[src/rtl/ifp_pkg.sv]
`timescale 1ns / 1ps
// ----------------------------------------------------------------------------
// ifp_pkg
// Types, codes and lookup functions shared by the infix to postfix converter.
// ----------------------------------------------------------------------------
package ifp_pkg;

  localparam int STACK_DEPTH_DEF = 32;
  localparam int CODE_W          = 3;
  localparam int CHAR_W          = 8;
  localparam int ERR_W           = 2;

  typedef logic [CODE_W-1:0] op_code_t;
  typedef logic [CHAR_W-1:0] char_t;
  typedef logic [ERR_W-1:0]  err_t;

  localparam op_code_t OP_OPEN  = 3'd0;
  localparam op_code_t OP_PLUS  = 3'd1;
  localparam op_code_t OP_MINUS = 3'd2;
  localparam op_code_t OP_MUL   = 3'd3;
  localparam op_code_t OP_DIV   = 3'd4;

  localparam char_t CH_OPEN  = 8'h28;
  localparam char_t CH_CLOSE = 8'h29;
  localparam char_t CH_PLUS  = 8'h2B;
  localparam char_t CH_MINUS = 8'h2D;
  localparam char_t CH_MUL   = 8'h2A;
  localparam char_t CH_DIV   = 8'h2F;
  localparam char_t CH_NONE  = 8'h00;

  localparam err_t ERR_NONE     = 2'd0;
  localparam err_t ERR_UNMATCH  = 2'd1;
  localparam err_t ERR_OVERFLOW = 2'd2;

  typedef enum logic [1:0] {
    CLS_OPEN,
    CLS_CLOSE,
    CLS_OPER,
    CLS_OPERAND
  } cls_e;

  typedef struct packed {
    char_t in_char;
    logic  end_of_expr;
  } in_item_t;

  typedef struct packed {
    char_t out_char;
    logic  run_last;
    logic  expr_done;
    err_t  error_code;
  } out_item_t;

  typedef struct packed {
    logic     push;
    logic     pop;
    op_code_t code;
  } stk_ctrl_t;

  typedef struct packed {
    logic     empty;
    logic     full;
    op_code_t top;
  } stk_stat_t;

  function automatic logic [1:0] code_prio(input op_code_t c);
    logic [1:0] p;
    case (c)
      OP_PLUS, OP_MINUS: p = 2'd2;
      OP_MUL, OP_DIV:    p = 2'd3;
      default:           p = 2'd0;
    endcase
    return p;
  endfunction

  function automatic char_t code_char(input op_code_t c);
    char_t ch;
    case (c)
      OP_OPEN:  ch = CH_OPEN;
      OP_PLUS:  ch = CH_PLUS;
      OP_MINUS: ch = CH_MINUS;
      OP_MUL:   ch = CH_MUL;
      OP_DIV:   ch = CH_DIV;
      default:  ch = CH_NONE;
    endcase
    return ch;
  endfunction

  function automatic cls_e char_class(input char_t ch);
    cls_e k;
    case (ch)
      CH_OPEN:                          k = CLS_OPEN;
      CH_CLOSE:                         k = CLS_CLOSE;
      CH_PLUS, CH_MINUS, CH_MUL, CH_DIV: k = CLS_OPER;
      default:                          k = CLS_OPERAND;
    endcase
    return k;
  endfunction

  function automatic op_code_t char_code(input char_t ch);
    op_code_t c;
    case (ch)
      CH_PLUS:  c = OP_PLUS;
      CH_MINUS: c = OP_MINUS;
      CH_MUL:   c = OP_MUL;
      CH_DIV:   c = OP_DIV;
      default:  c = OP_OPEN;
    endcase
    return c;
  endfunction

endpackage

[src/rtl/ifp_cell.sv]
`timescale 1ns / 1ps
// ----------------------------------------------------------------------------
// ifp_cell
// One stack cell: takes the entry above on push, the entry below on pop.
// ----------------------------------------------------------------------------
module ifp_cell
  import ifp_pkg::*;
(
  input  logic      clk_i,
  input  stk_ctrl_t ctrl_i,
  input  op_code_t  up_i,
  input  op_code_t  down_i,
  output op_code_t  code_o
);

  op_code_t code_q, code_d;

  always_comb begin
    code_d = code_q;
    if (ctrl_i.push) begin
      code_d = up_i;
    end else if (ctrl_i.pop) begin
      code_d = down_i;
    end
  end

  always_ff @(posedge clk_i) begin
    code_q <= code_d;
  end

  assign code_o = code_q;

endmodule

[src/rtl/ifp_stack.sv]
`timescale 1ns / 1ps
// ----------------------------------------------------------------------------
// ifp_stack
// Operator stack as a shifting chain of cells, top in cell zero, with count.
// ----------------------------------------------------------------------------
module ifp_stack
  import ifp_pkg::*;
#(
  parameter int STACK_DEPTH = STACK_DEPTH_DEF
) (
  input  logic      clk_i,
  input  logic      rst_ni,
  input  stk_ctrl_t ctrl_i,
  output stk_stat_t stat_o
);

  localparam int CntW = $clog2(STACK_DEPTH + 1);
  localparam logic [CntW-1:0] DepthC = CntW'(STACK_DEPTH);

  logic [CntW-1:0] count_q, count_d;
  op_code_t        cell_code [STACK_DEPTH];

  for (genvar i = 0; i < STACK_DEPTH; i++) begin : g_cell
    op_code_t up_w, down_w;
    if (i == 0) begin : g_top
      assign up_w = ctrl_i.code;
    end else begin : g_mid
      assign up_w = cell_code[i-1];
    end
    if (i == STACK_DEPTH - 1) begin : g_bot
      assign down_w = cell_code[i];
    end else begin : g_inner
      assign down_w = cell_code[i+1];
    end
    ifp_cell u_cell (
      .clk_i  (clk_i),
      .ctrl_i (ctrl_i),
      .up_i   (up_w),
      .down_i (down_w),
      .code_o (cell_code[i])
    );
  end

  always_comb begin
    count_d = count_q;
    if (ctrl_i.push) begin
      count_d = count_q + 1'b1;
    end else if (ctrl_i.pop) begin
      count_d = count_q - 1'b1;
    end
  end

  always_ff @(posedge clk_i or negedge rst_ni) begin
    if (!rst_ni) begin
      count_q <= '0;
    end else begin
      count_q <= count_d;
    end
  end

  assign stat_o.empty = (count_q == '0);
  assign stat_o.full  = (count_q >= DepthC);
  assign stat_o.top   = cell_code[0];

  a_count_bound: assert property (@(posedge clk_i) disable iff (!rst_ni)
    count_q <= DepthC)
    else $error("stack count beyond depth");

  a_push_room: assert property (@(posedge clk_i) disable iff (!rst_ni)
    ctrl_i.push |-> (count_q < DepthC) && !ctrl_i.pop)
    else $error("push onto full stack");

  a_pop_room: assert property (@(posedge clk_i) disable iff (!rst_ni)
    ctrl_i.pop |=> count_q == $past(count_q) - 1'b1)
    else $error("pop did not lower count");

endmodule

[src/rtl/infix_to_postfix_converter.sv]
`timescale 1ns / 1ps
// ----------------------------------------------------------------------------
// infix_to_postfix_converter
// Shunting-yard conversion of infix characters into a postfix item stream.
// ----------------------------------------------------------------------------
// An operand or an open bracket is taken in the idle state and a closing
// state then releases its last result. An operator or a close bracket first
// scans the stack, popping one operator per step, before the push or the
// bracket match. An item marked as the end of the expression adds a flush
// step per entry and one more to find the stack empty. The output stall
// holds back each step that releases a result. The pop loop over the stack
// cell chain, one entry a cycle while the output does not stall, sets the
// rate. Results pass through a staging register so the last one of each item
// can carry run_last, then an output register; a new item is taken while the
// previous final result still waits on the output.
module infix_to_postfix_converter
  import ifp_pkg::*;
#(
  parameter int STACK_DEPTH = STACK_DEPTH_DEF
) (
  input  logic      clk_i,
  input  logic      rst_ni,
  input  logic      in_valid_i,
  output logic      in_stall_o,
  input  in_item_t  in_item_i,
  output logic      out_valid_o,
  input  logic      out_stall_i,
  output out_item_t out_item_o
);

  localparam logic [1:0] S_IDLE  = 2'd0;
  localparam logic [1:0] S_SCAN  = 2'd1;
  localparam logic [1:0] S_FLUSH = 2'd2;
  localparam logic [1:0] S_FIN   = 2'd3;

  logic [1:0] state_q, state_d;
  in_item_t   item_q;
  cls_e       cls_q, in_cls;
  op_code_t   code_q, in_code;
  out_item_t  out_q, out_d, stg_q, stg_d, emit_item;
  logic       out_v_q, out_v_d, stg_v_q, stg_v_d;
  logic       emit, out_free, can_step;
  stk_ctrl_t  ctrl;
  stk_stat_t  stat;

  ifp_stack #(
    .STACK_DEPTH (STACK_DEPTH)
  ) u_stack (
    .clk_i  (clk_i),
    .rst_ni (rst_ni),
    .ctrl_i (ctrl),
    .stat_o (stat)
  );

  assign in_cls   = char_class(in_item_i.in_char);
  assign in_code  = char_code(in_item_i.in_char);
  assign out_free = !out_v_q || !out_stall_i;
  assign can_step = !stg_v_q || out_free;

  always_comb begin
    state_d   = state_q;
    ctrl      = '0;
    emit      = 1'b0;
    emit_item = '0;
    out_d     = out_q;
    out_v_d   = out_v_q && out_stall_i;
    stg_d     = stg_q;
    stg_v_d   = stg_v_q;
    case (state_q)
      S_IDLE: begin
        if (in_valid_i) begin
          case (in_cls)
            CLS_OPERAND: begin
              emit               = 1'b1;
              emit_item.out_char = in_item_i.in_char;
              state_d            = in_item_i.end_of_expr ? S_FLUSH : S_FIN;
            end
            CLS_OPEN: begin
              if (!stat.full) begin
                ctrl.push = 1'b1;
                ctrl.code = OP_OPEN;
              end else begin
                emit                 = 1'b1;
                emit_item.error_code = ERR_OVERFLOW;
              end
              state_d = in_item_i.end_of_expr ? S_FLUSH : S_FIN;
            end
            default: begin
              state_d = S_SCAN;
            end
          endcase
        end
      end
      S_SCAN: begin
        if (can_step) begin
          if (cls_q == CLS_CLOSE) begin
            if (!stat.empty && stat.top != OP_OPEN) begin
              ctrl.pop           = 1'b1;
              emit               = 1'b1;
              emit_item.out_char = code_char(stat.top);
            end else begin
              if (!stat.empty) begin
                ctrl.pop = 1'b1;
              end else begin
                emit                 = 1'b1;
                emit_item.error_code = ERR_UNMATCH;
              end
              state_d = item_q.end_of_expr ? S_FLUSH : S_FIN;
            end
          end else begin
            if (!stat.empty && code_prio(code_q) <= code_prio(stat.top)) begin
              ctrl.pop           = 1'b1;
              emit               = 1'b1;
              emit_item.out_char = code_char(stat.top);
            end else begin
              if (!stat.full) begin
                ctrl.push = 1'b1;
                ctrl.code = code_q;
              end else begin
                emit                 = 1'b1;
                emit_item.error_code = ERR_OVERFLOW;
              end
              state_d = item_q.end_of_expr ? S_FLUSH : S_FIN;
            end
          end
        end
      end
      S_FLUSH: begin
        if (can_step) begin
          if (!stat.empty) begin
            ctrl.pop           = 1'b1;
            emit               = 1'b1;
            emit_item.out_char = code_char(stat.top);
          end else begin
            state_d = S_FIN;
          end
        end
      end
      S_FIN: begin
        if (stg_v_q) begin
          if (out_free) begin
            out_d           = stg_q;
            out_d.run_last  = 1'b1;
            out_d.expr_done = item_q.end_of_expr;
            out_v_d         = 1'b1;
            stg_v_d         = 1'b0;
            state_d         = S_IDLE;
          end
        end else if (item_q.end_of_expr) begin
          if (out_free) begin
            out_d            = '0;
            out_d.run_last   = 1'b1;
            out_d.expr_done  = 1'b1;
            out_d.error_code = ERR_NONE;
            out_v_d          = 1'b1;
            state_d          = S_IDLE;
          end
        end else begin
          state_d = S_IDLE;
        end
      end
      default: begin
        state_d = S_IDLE;
      end
    endcase
    if (emit) begin
      if (stg_v_q) begin
        out_d   = stg_q;
        out_v_d = 1'b1;
      end
      stg_d   = emit_item;
      stg_v_d = 1'b1;
    end
  end

  always_ff @(posedge clk_i or negedge rst_ni) begin
    if (!rst_ni) begin
      state_q <= S_IDLE;
      out_v_q <= 1'b0;
      stg_v_q <= 1'b0;
    end else begin
      state_q <= state_d;
      out_v_q <= out_v_d;
      stg_v_q <= stg_v_d;
    end
  end

  always_ff @(posedge clk_i) begin
    out_q <= out_d;
    stg_q <= stg_d;
    if (state_q == S_IDLE && in_valid_i) begin
      item_q <= in_item_i;
      cls_q  <= in_cls;
      code_q <= in_code;
    end
  end

  assign in_stall_o  = (state_q != S_IDLE);
  assign out_valid_o = out_v_q;
  assign out_item_o  = out_q;

  a_idle_stage_empty: assert property (@(posedge clk_i) disable iff (!rst_ni)
    state_q == S_IDLE |-> !stg_v_q)
    else $error("staged item left behind at idle");

  a_done_is_last: assert property (@(posedge clk_i) disable iff (!rst_ni)
    out_v_q |-> !out_q.expr_done || out_q.run_last)
    else $error("expression end without run end");

  a_error_no_char: assert property (@(posedge clk_i) disable iff (!rst_ni)
    out_v_q && out_q.error_code != ERR_NONE |-> out_q.out_char == CH_NONE)
    else $error("error item carries a character");

endmodule
[config.mk]
export PLATFORM = sky130hd
export DESIGN_NAME = infix_to_postfix_converter
export DESIGN_NICKNAME = d
export VERILOG_FILES = /design/src/rtl/ifp_pkg.sv /design/src/rtl/ifp_cell.sv /design/src/rtl/ifp_stack.sv /design/src/rtl/infix_to_postfix_converter.sv
export SDC_FILE = /design/constraint.sdc
export NUM_CORES = 1
export LEC_CHECK = 0
export BUFFER_PORTS_ARGS = -buffer_cell sky130_fd_sc_hd__buf_2
export CAP_MARGIN = 5
export CORE_ASPECT_RATIO = 0.5
export CORE_MARGIN = 5
export CORE_UTILIZATION = 50
export DETAILED_ROUTE_END_ITERATION = 12
export PLACE_DENSITY_LB_ADDON = 0.08
export SYNTH_ARGS = -nofsm -noshare
export SYNTH_HDL_FRONTEND = slang
export SYNTH_SLANG_ARGS = --single-unit
[constraint.sdc]
create_clock -name clk_i -period 5.28 [get_ports clk_i]
set_input_delay 0.792 -clock clk_i [delete_from_list [all_inputs] [get_ports clk_i]]
set_output_delay 0.792 -clock clk_i [all_outputs]
set_load 0.01 [all_outputs]
# Word level (Yosys, flattened, before mapping)

Index checks and enable logic that the tools add are counted.

$lt $le $gt $ge: 2
Add/sub/neg operators: 2
Divide/modulo/power cells: 0
Eq/ne operators: 25
Muxes and demuxes: 150
Bitwise logic cells: 0
Shift operators: 0
Reductions and logical operators: 25
Multipliers: 0

Operators by type and width:

| kind                                                                   | count |
|---|---|
| 3-bit 2-to-1 mux                                                       | 66 |
| 12-bit 2-to-1 mux                                                      | 7 |
| 8-bit 2-to-1 mux                                                       | 7 |
| 8-bit by 6-bit equality test with 1-bit output (second input constant) | 6 |
| 2-bit 2-to-1 mux                                                       | 23 |
| 1-bit 2-to-1 mux                                                       | 31 |
| 6-bit case mux with 5 select lines                                     | 1 |
| 8-bit case mux with 3 select lines                                     | 1 |
| 6-bit 2-to-1 mux                                                       | 3 |
| 3-bit by 2-bit equality test with 1-bit output (second input constant) | 4 |
| 2-bit case mux with 2 select lines                                     | 3 |
| 3-bit case mux with 4 select lines                                     | 1 |
| 2-bit OR reduction                                                     | 5 |
| 2-bit inequality test (second input constant)                          | 4 |
| 2-bit case mux with 4 select lines                                     | 1 |
| 6-bit by 1-bit adder with 6-bit output (second input constant)         | 1 |
| 2-bit equality test (second input constant)                            | 3 |
| 3-bit by 1-bit equality test with 1-bit output (second input constant) | 2 |
| 3-bit equality test (second input constant)                            | 2 |
| 6-bit greater-or-equal comparator (second input constant)              | 1 |
| 6-bit logical NOT                                                      | 1 |
| 3-bit inequality test (second input constant)                          | 2 |
| 1-bit case mux with 2 select lines                                     | 3 |
| 2-bit case mux with 3 select lines                                     | 1 |
| other kinds (14)                                                       | 25 |

Memories: 0
Latch bits: 0
Bits of input ports: 13
Register bits: 134
Output and inout bits: 14
Memory bits (read-only): 0
Memory bits (writable): 0

# Logic depth before layout (Yosys ltp)

Depth after elaboration: 14
Depth in mapped cells: 17

# Hierarchy

From an unflattened synthesis, not the netlist that was laid out.

Cell total of the unflattened synthesis: 441
Area total of the unflattened synthesis: 6,421.2 um^2

By module, submodules not included:

| module                     | times used | area an instance (um^2) | cells each |
|---|---|---|---|
| ifp_cell                   | 32         | 130.1                   | 7 |
| infix_to_postfix_converter | 1          | 1,854.3                 | 179 |
| ifp_stack                  | 1          | 402.9                   | 38 |

# Worst setup path before layout

OpenSTA, ideal clock, no wires.

Path kind: register to register
Start: register u_stack.g_cell[0].u_cell.code_q[1]
End: register u_stack.count_q[1]
Stages on the path, launching flop included: 10
Setup slack: 1,312 ps
Clock period less this slack: 3,968 ps
Library setup time: 126 ps
Arrival: 3,842 ps
Cell sequence: edfxtp_1 -> or2_2 -> clkbuf_1 -> xnor2_1 -> ha_1 -> nor2b_1 -> o211ai_1 -> a21oi_1 -> o21ai_4 -> mux2_2

Cells in the longest elaborated chain, start to end: 13

RTL lines:

| what                                                          | line                              | RTL |
|---|---|---|
| start, declared                                               | ifp_cell.sv:16                    | `op_code_t code_q, code_d;` |
| start signal, assigned                                        | ifp_cell.sv:28                    | `code_q <= code_d;` |
| 3-bit equality test, or another cell as far along             | ifp_pkg.sv:68                     | `case (c)` |
| 2-bit OR reduction                                            | ifp_pkg.sv:68                     |  |
| 2-bit case mux with 2 select lines                            | ifp_pkg.sv:68                     |  |
| 2-bit 2-to-1 mux                                              | infix_to_postfix_converter.sv:96  | `if (cls_q == CLS_CLOSE) begin` |
| 2-bit 2-to-1 mux                                              | infix_to_postfix_converter.sv:95  | `if (can_step) begin` |
| 2-bit 2-to-1 mux                                              | infix_to_postfix_converter.sv:69  | `case (state_q)` |
| 2-bit <= comparator                                           | infix_to_postfix_converter.sv:111 | `if (!stat.empty && code_prio(code_q) <= code_prio(stat.top)) begin` |
| 1-bit logical AND                                             | infix_to_postfix_converter.sv:111 |  |
| 1-bit 2-to-1 mux                                              | infix_to_postfix_converter.sv:111 |  |
| 1-bit 2-to-1 mux                                              | infix_to_postfix_converter.sv:96  |  |
| 5-bit 2-to-1 mux *                                            | infix_to_postfix_converter.sv:95  |  |
| 1-bit case mux with 2 select lines                            | infix_to_postfix_converter.sv:69  |  |
| 6-bit 2-to-1 mux / 2-bit nonzero test (equally long branches) | -                                 |  |
| end signal, assigned                                          | ifp_stack.sv:57                   | `count_q <= count_d;` |
| end, declared                                                 | ifp_stack.sv:20                   | `logic [CntW-1:0] count_q, count_d;` |

Every way passes the cells marked *; elsewhere a longest branch is shown, timed or not. The select of a mux whose other input is x is not followed.
A chain may end at the register's enable or synchronous reset.

# Final worst setup path

Start: register u_stack.g_cell[0].u_cell.code_q[1]
End: register u_stack.g_cell[30].u_cell.code_q[2] (data pin)

Cells in the longest elaborated chain, start to end: 13

RTL lines:

| what                                              | line                              | RTL |
|---|---|---|
| 3-bit equality test, or another cell as far along | ifp_pkg.sv:68                     |  |
| 2-bit OR reduction                                | ifp_pkg.sv:68                     |  |
| 2-bit case mux with 2 select lines *              | ifp_pkg.sv:68                     |  |
| 2-bit 2-to-1 mux *                                | infix_to_postfix_converter.sv:96  |  |
| 2-bit 2-to-1 mux *                                | infix_to_postfix_converter.sv:95  |  |
| 2-bit 2-to-1 mux *                                | infix_to_postfix_converter.sv:69  |  |
| 2-bit <= comparator *                             | infix_to_postfix_converter.sv:111 |  |
| 1-bit logical AND *                               | infix_to_postfix_converter.sv:111 |  |
| 1-bit 2-to-1 mux *                                | infix_to_postfix_converter.sv:111 |  |
| 1-bit 2-to-1 mux *                                | infix_to_postfix_converter.sv:96  |  |
| 5-bit 2-to-1 mux *                                | infix_to_postfix_converter.sv:95  |  |
| 1-bit case mux with 2 select lines *              | infix_to_postfix_converter.sv:69  |  |
| 3-bit 2-to-1 mux *                                | ifp_cell.sv:20                    | `if (ctrl_i.push) begin` |
| net u_stack.g_cell[30].u_cell.code_d[2]           | ifp_cell.sv:16                    |  |
| end signal, assigned                              | ifp_cell.sv:28                    |  |
| end, declared                                     | ifp_cell.sv:16                    |  |

Mark *: on every way through the listed nets, which the timed path passes. The rest lies on a longest branch. The select of a mux whose other input is x is not followed.

==> results.toml <==
[setup_path]
cp_slowest_cell = "buf_4"
critical_path_depth = 9
setup.worst_path.end_class = "flip-flop"
crit_chain = "or2_2, xnor2_1, ha_1, nor2b_1, o21ai_0, a211oi_4, nor2_4, buf_4, mux2_2"
start_kind = "flip-flop"
critPathMaxStageDelay_ps = 840
rr_worst_depth = 9
r2r_slack_ps = 1350
cp_num_buf_inv = 1
crit_fanout = 69
crit_arrival_ps = 4080
critPathKind = "reg -> reg"
critPathTopFamily = "simple AND/OR/NAND/NOR gates"
critPathRequiredTime_ps = 5430
rr_startpoint = "u_stack.g_cell[0].u_cell.code_o[1]"
crit_start = "u_stack.g_cell[0].u_cell.code_o[1]"
r2r-end = "u_stack.g_cell[30].u_cell.code_o[2]"
worstSetupEndpoint = "u_stack.g_cell[30].u_cell.code_o[2]"

[yosys]
yosys_warnings = 0
seq_area_frac_synth = 0.605
synth_flop_cell = "edfxtp_1"
yosys.area.top_type = "edfxtp_1"
synthTopCellsByCount = "edfxtp_1, mux2_2, mux2_4, nand2_1, nor2_1"
synth_top_area_share = 0.528
avgSynthCellArea_um2 = 14.5
synthesis.area_mm2 = 0.00637
yosysUniqueCellTypes = 47
ys_ff_latch = 134
synth_edf_count = 112
synth_nets = 465
yosys-top-cells-area = "edfxtp_1, mux2_4, mux2_2, dfrtp_1, dfxtp_1"
postSynthCellCount = 438
async_flop_share = 0.0746
yosysMostFrequentCell = "edfxtp_1"

[route]
drt_wl_total_mm = 10.8
post_drt_wl_per_cell_um = 16.6
dr.first_iter.drc_count = 257
viasPerCell = 5.45
dr.pass1.iters = 4
ant_nets = 0
num_vias = 3542
drc = 0

[sta]
setup-tns-final_ps = 0
setup_violations = 0
skew_ps = 10.4
layout_min_cycle_time_ps = 3930
period_share = 0.743
fmax_ghz = 0.255
drv_slew = 0
timing.slew.headroom = 0.313
worst_pin_slew_ps = 1030
hold_violations = 0
rsz0062_at_grt = "no"
setup_slack_ps = 1350

[clocking]
numCtsBuffers = 17
post-cts-setup-buffers = 0
clockBufferDepth = 2
htree_levels = 4
postCtsHoldBufs = 0
cts_resized = 0
cts_tree = "built"
clk_pin_slew_ps = 60
clock_latency_ps = 410
cts.sinks = 134
cts_root_buf = "clkbuf_16"

[global_route]
antenna_found_initial = 0
globalRouteTotalUtil = 0.145
grt_pass1_wl_mm = 18.0
grt_start_max_net_pins = 70
globalRouteOverflowTotal = 0
grt_pass1_vias = 3613

[power]
leakage_uw = 0.00244
power_per_cell_area_mw_per_mm2 = 585
peakVddDrop_uv = 412

[final_layout]
fin_nets = 494
num-fill-cells = 1014
fin_area_mm2 = 0.00728
area_growth_pct = 14.3
final_cell_count_no_fill = 650
antennaDiodeCount = 0
fin_util = 0.580
final_layout_size_suffix_gt1_frac = 0.333

[die]
dieWidth_um = 170
io_pins = 27
die-area_mm2 = 0.0152
core_region_area_mm2 = 0.0126
row_count = 29
initial_utilization = 0.507
die_h_um = 89.8

[placed_design]
placed_cells = 618
gp_congestion = 0.811
port_buffers = 26
pre_cts_slack_ps = 1400
dp_hpwl_mm = 6.93
place_area_mm2 = 0.00663

[job]
maxCapViolCount = 0

[worst_hold_path]
hold_class = "in -> async"

[run_status]
status = "finished, final reports clean"
## sequential cells by signal, summed over array words and instances (netlist names)
name,cells
code_q,3
item_q,1
stg_v_q,1
u_stack.g_cell.u_cell.code_o,96
cls_q,2
state_q,2
out_valid_o,1
u_stack.count_q,6
out_item_o,12
stg_q,10
## routing by layer
| metal | global-route usage | share of wire | up-vias |
|---|---|---|---|
| met1 | 0.206 | 0.50 | 1733 |
| met2 | 0.218 | 0.45 | 74 |
| li1 | - | - | 1716 |
| met3 | 0.0386 | 0.040 | 19 |
| met5 | 0 | 0 | - |
| met4 | 0.0489 | 0.013 | 0 |
## stage by stage
stage	power [µW]	hold WS (ps)
floorplan	2640	420
global placement	2910	436
detailed placement	2990	441
CTS	4290	233
global route	4490	248
finish	4250	244
## cell usage in the layout, fill, tap and decap left out, types with 3 or more instances in the layout
| cell type | n |
|---|---|
| nor2_1 | 26 |
| mux2_4 | 45 |
| or3_1 | 3 |
| or4_1 | 3 |
| and3_1 | 3 |
| edfxtp_1 | 112 |
| xnor2_1 | 4 |
| a2bb2oi_1 | 4 |
| nor3_1 | 5 |
| nand2b_1 | 3 |
| inv_6 | 4 |
| clkbuf_16 | 17 |
| a211oi_1 | 3 |
| nand3_1 | 4 |
| mux2_2 | 48 |
| bufinv_16 | 5 |
| xor2_1 | 3 |
| dfxtp_1 | 12 |
| a21o_1 | 4 |
| buf_2 | 26 |
| nand2_1 | 32 |
| inv_1 | 10 |
| o21ai_0 | 19 |
| a22o_1 | 3 |
| dfrtp_1 | 10 |
| ha_1 | 13 |
| a21oi_1 | 24 |
| clkinvlp_4 | 3 |
## final cells by class
cell class / instances / area (µm²) / share of cell area
clock buffers: 17 / 425 / 0.0584
clock inverters: 15 / 225 / 0.0309
multi-input cells: 275 / 2360 / 0.324
well taps: 170 / 213 / 0.0292
flip-flops and latches: 134 / 3850 / 0.529
inverters: 10 / 37.5 / 0.00516
repair buffers: 29 / 165 / 0.0227
## worst min path at each step
stage                                                   start                                  end  cells past startpoint
after floorplan           u_stack.g_cell[30].u_cell.code_o[2]  u_stack.g_cell[31].u_cell.code_o[2]                      0
after global placement    u_stack.g_cell[30].u_cell.code_o[2]  u_stack.g_cell[31].u_cell.code_o[2]                      0
after detailed placement  u_stack.g_cell[30].u_cell.code_o[2]  u_stack.g_cell[31].u_cell.code_o[2]                      0
after CTS                                              rst_ni                          out_valid_o                      1
after global routing                                   rst_ni                          out_valid_o                      1
final                                                  rst_ni                          out_valid_o                      1
## cells by family after synthesis
logic type | Yosys count | synth area share
fa+ha+maj | 14 | 0.0287
flops | 134 | 0.605
compound gates | 68 | 0.0688
xor+xnor | 7 | 0.00963
buf+inv | 29 | 0.0252
simple gates | 91 | 0.0664
mux | 95 | 0.196
## where the power goes
part | switching, µW | leakage (µW) | internal [µW]
sequential | 131 | 0.000962 | 1510
clock | 456 | 0.000308 | 842
combinational | 846 | 0.00117 | 471
Note: power is estimated with default switching activity, not from simulation.
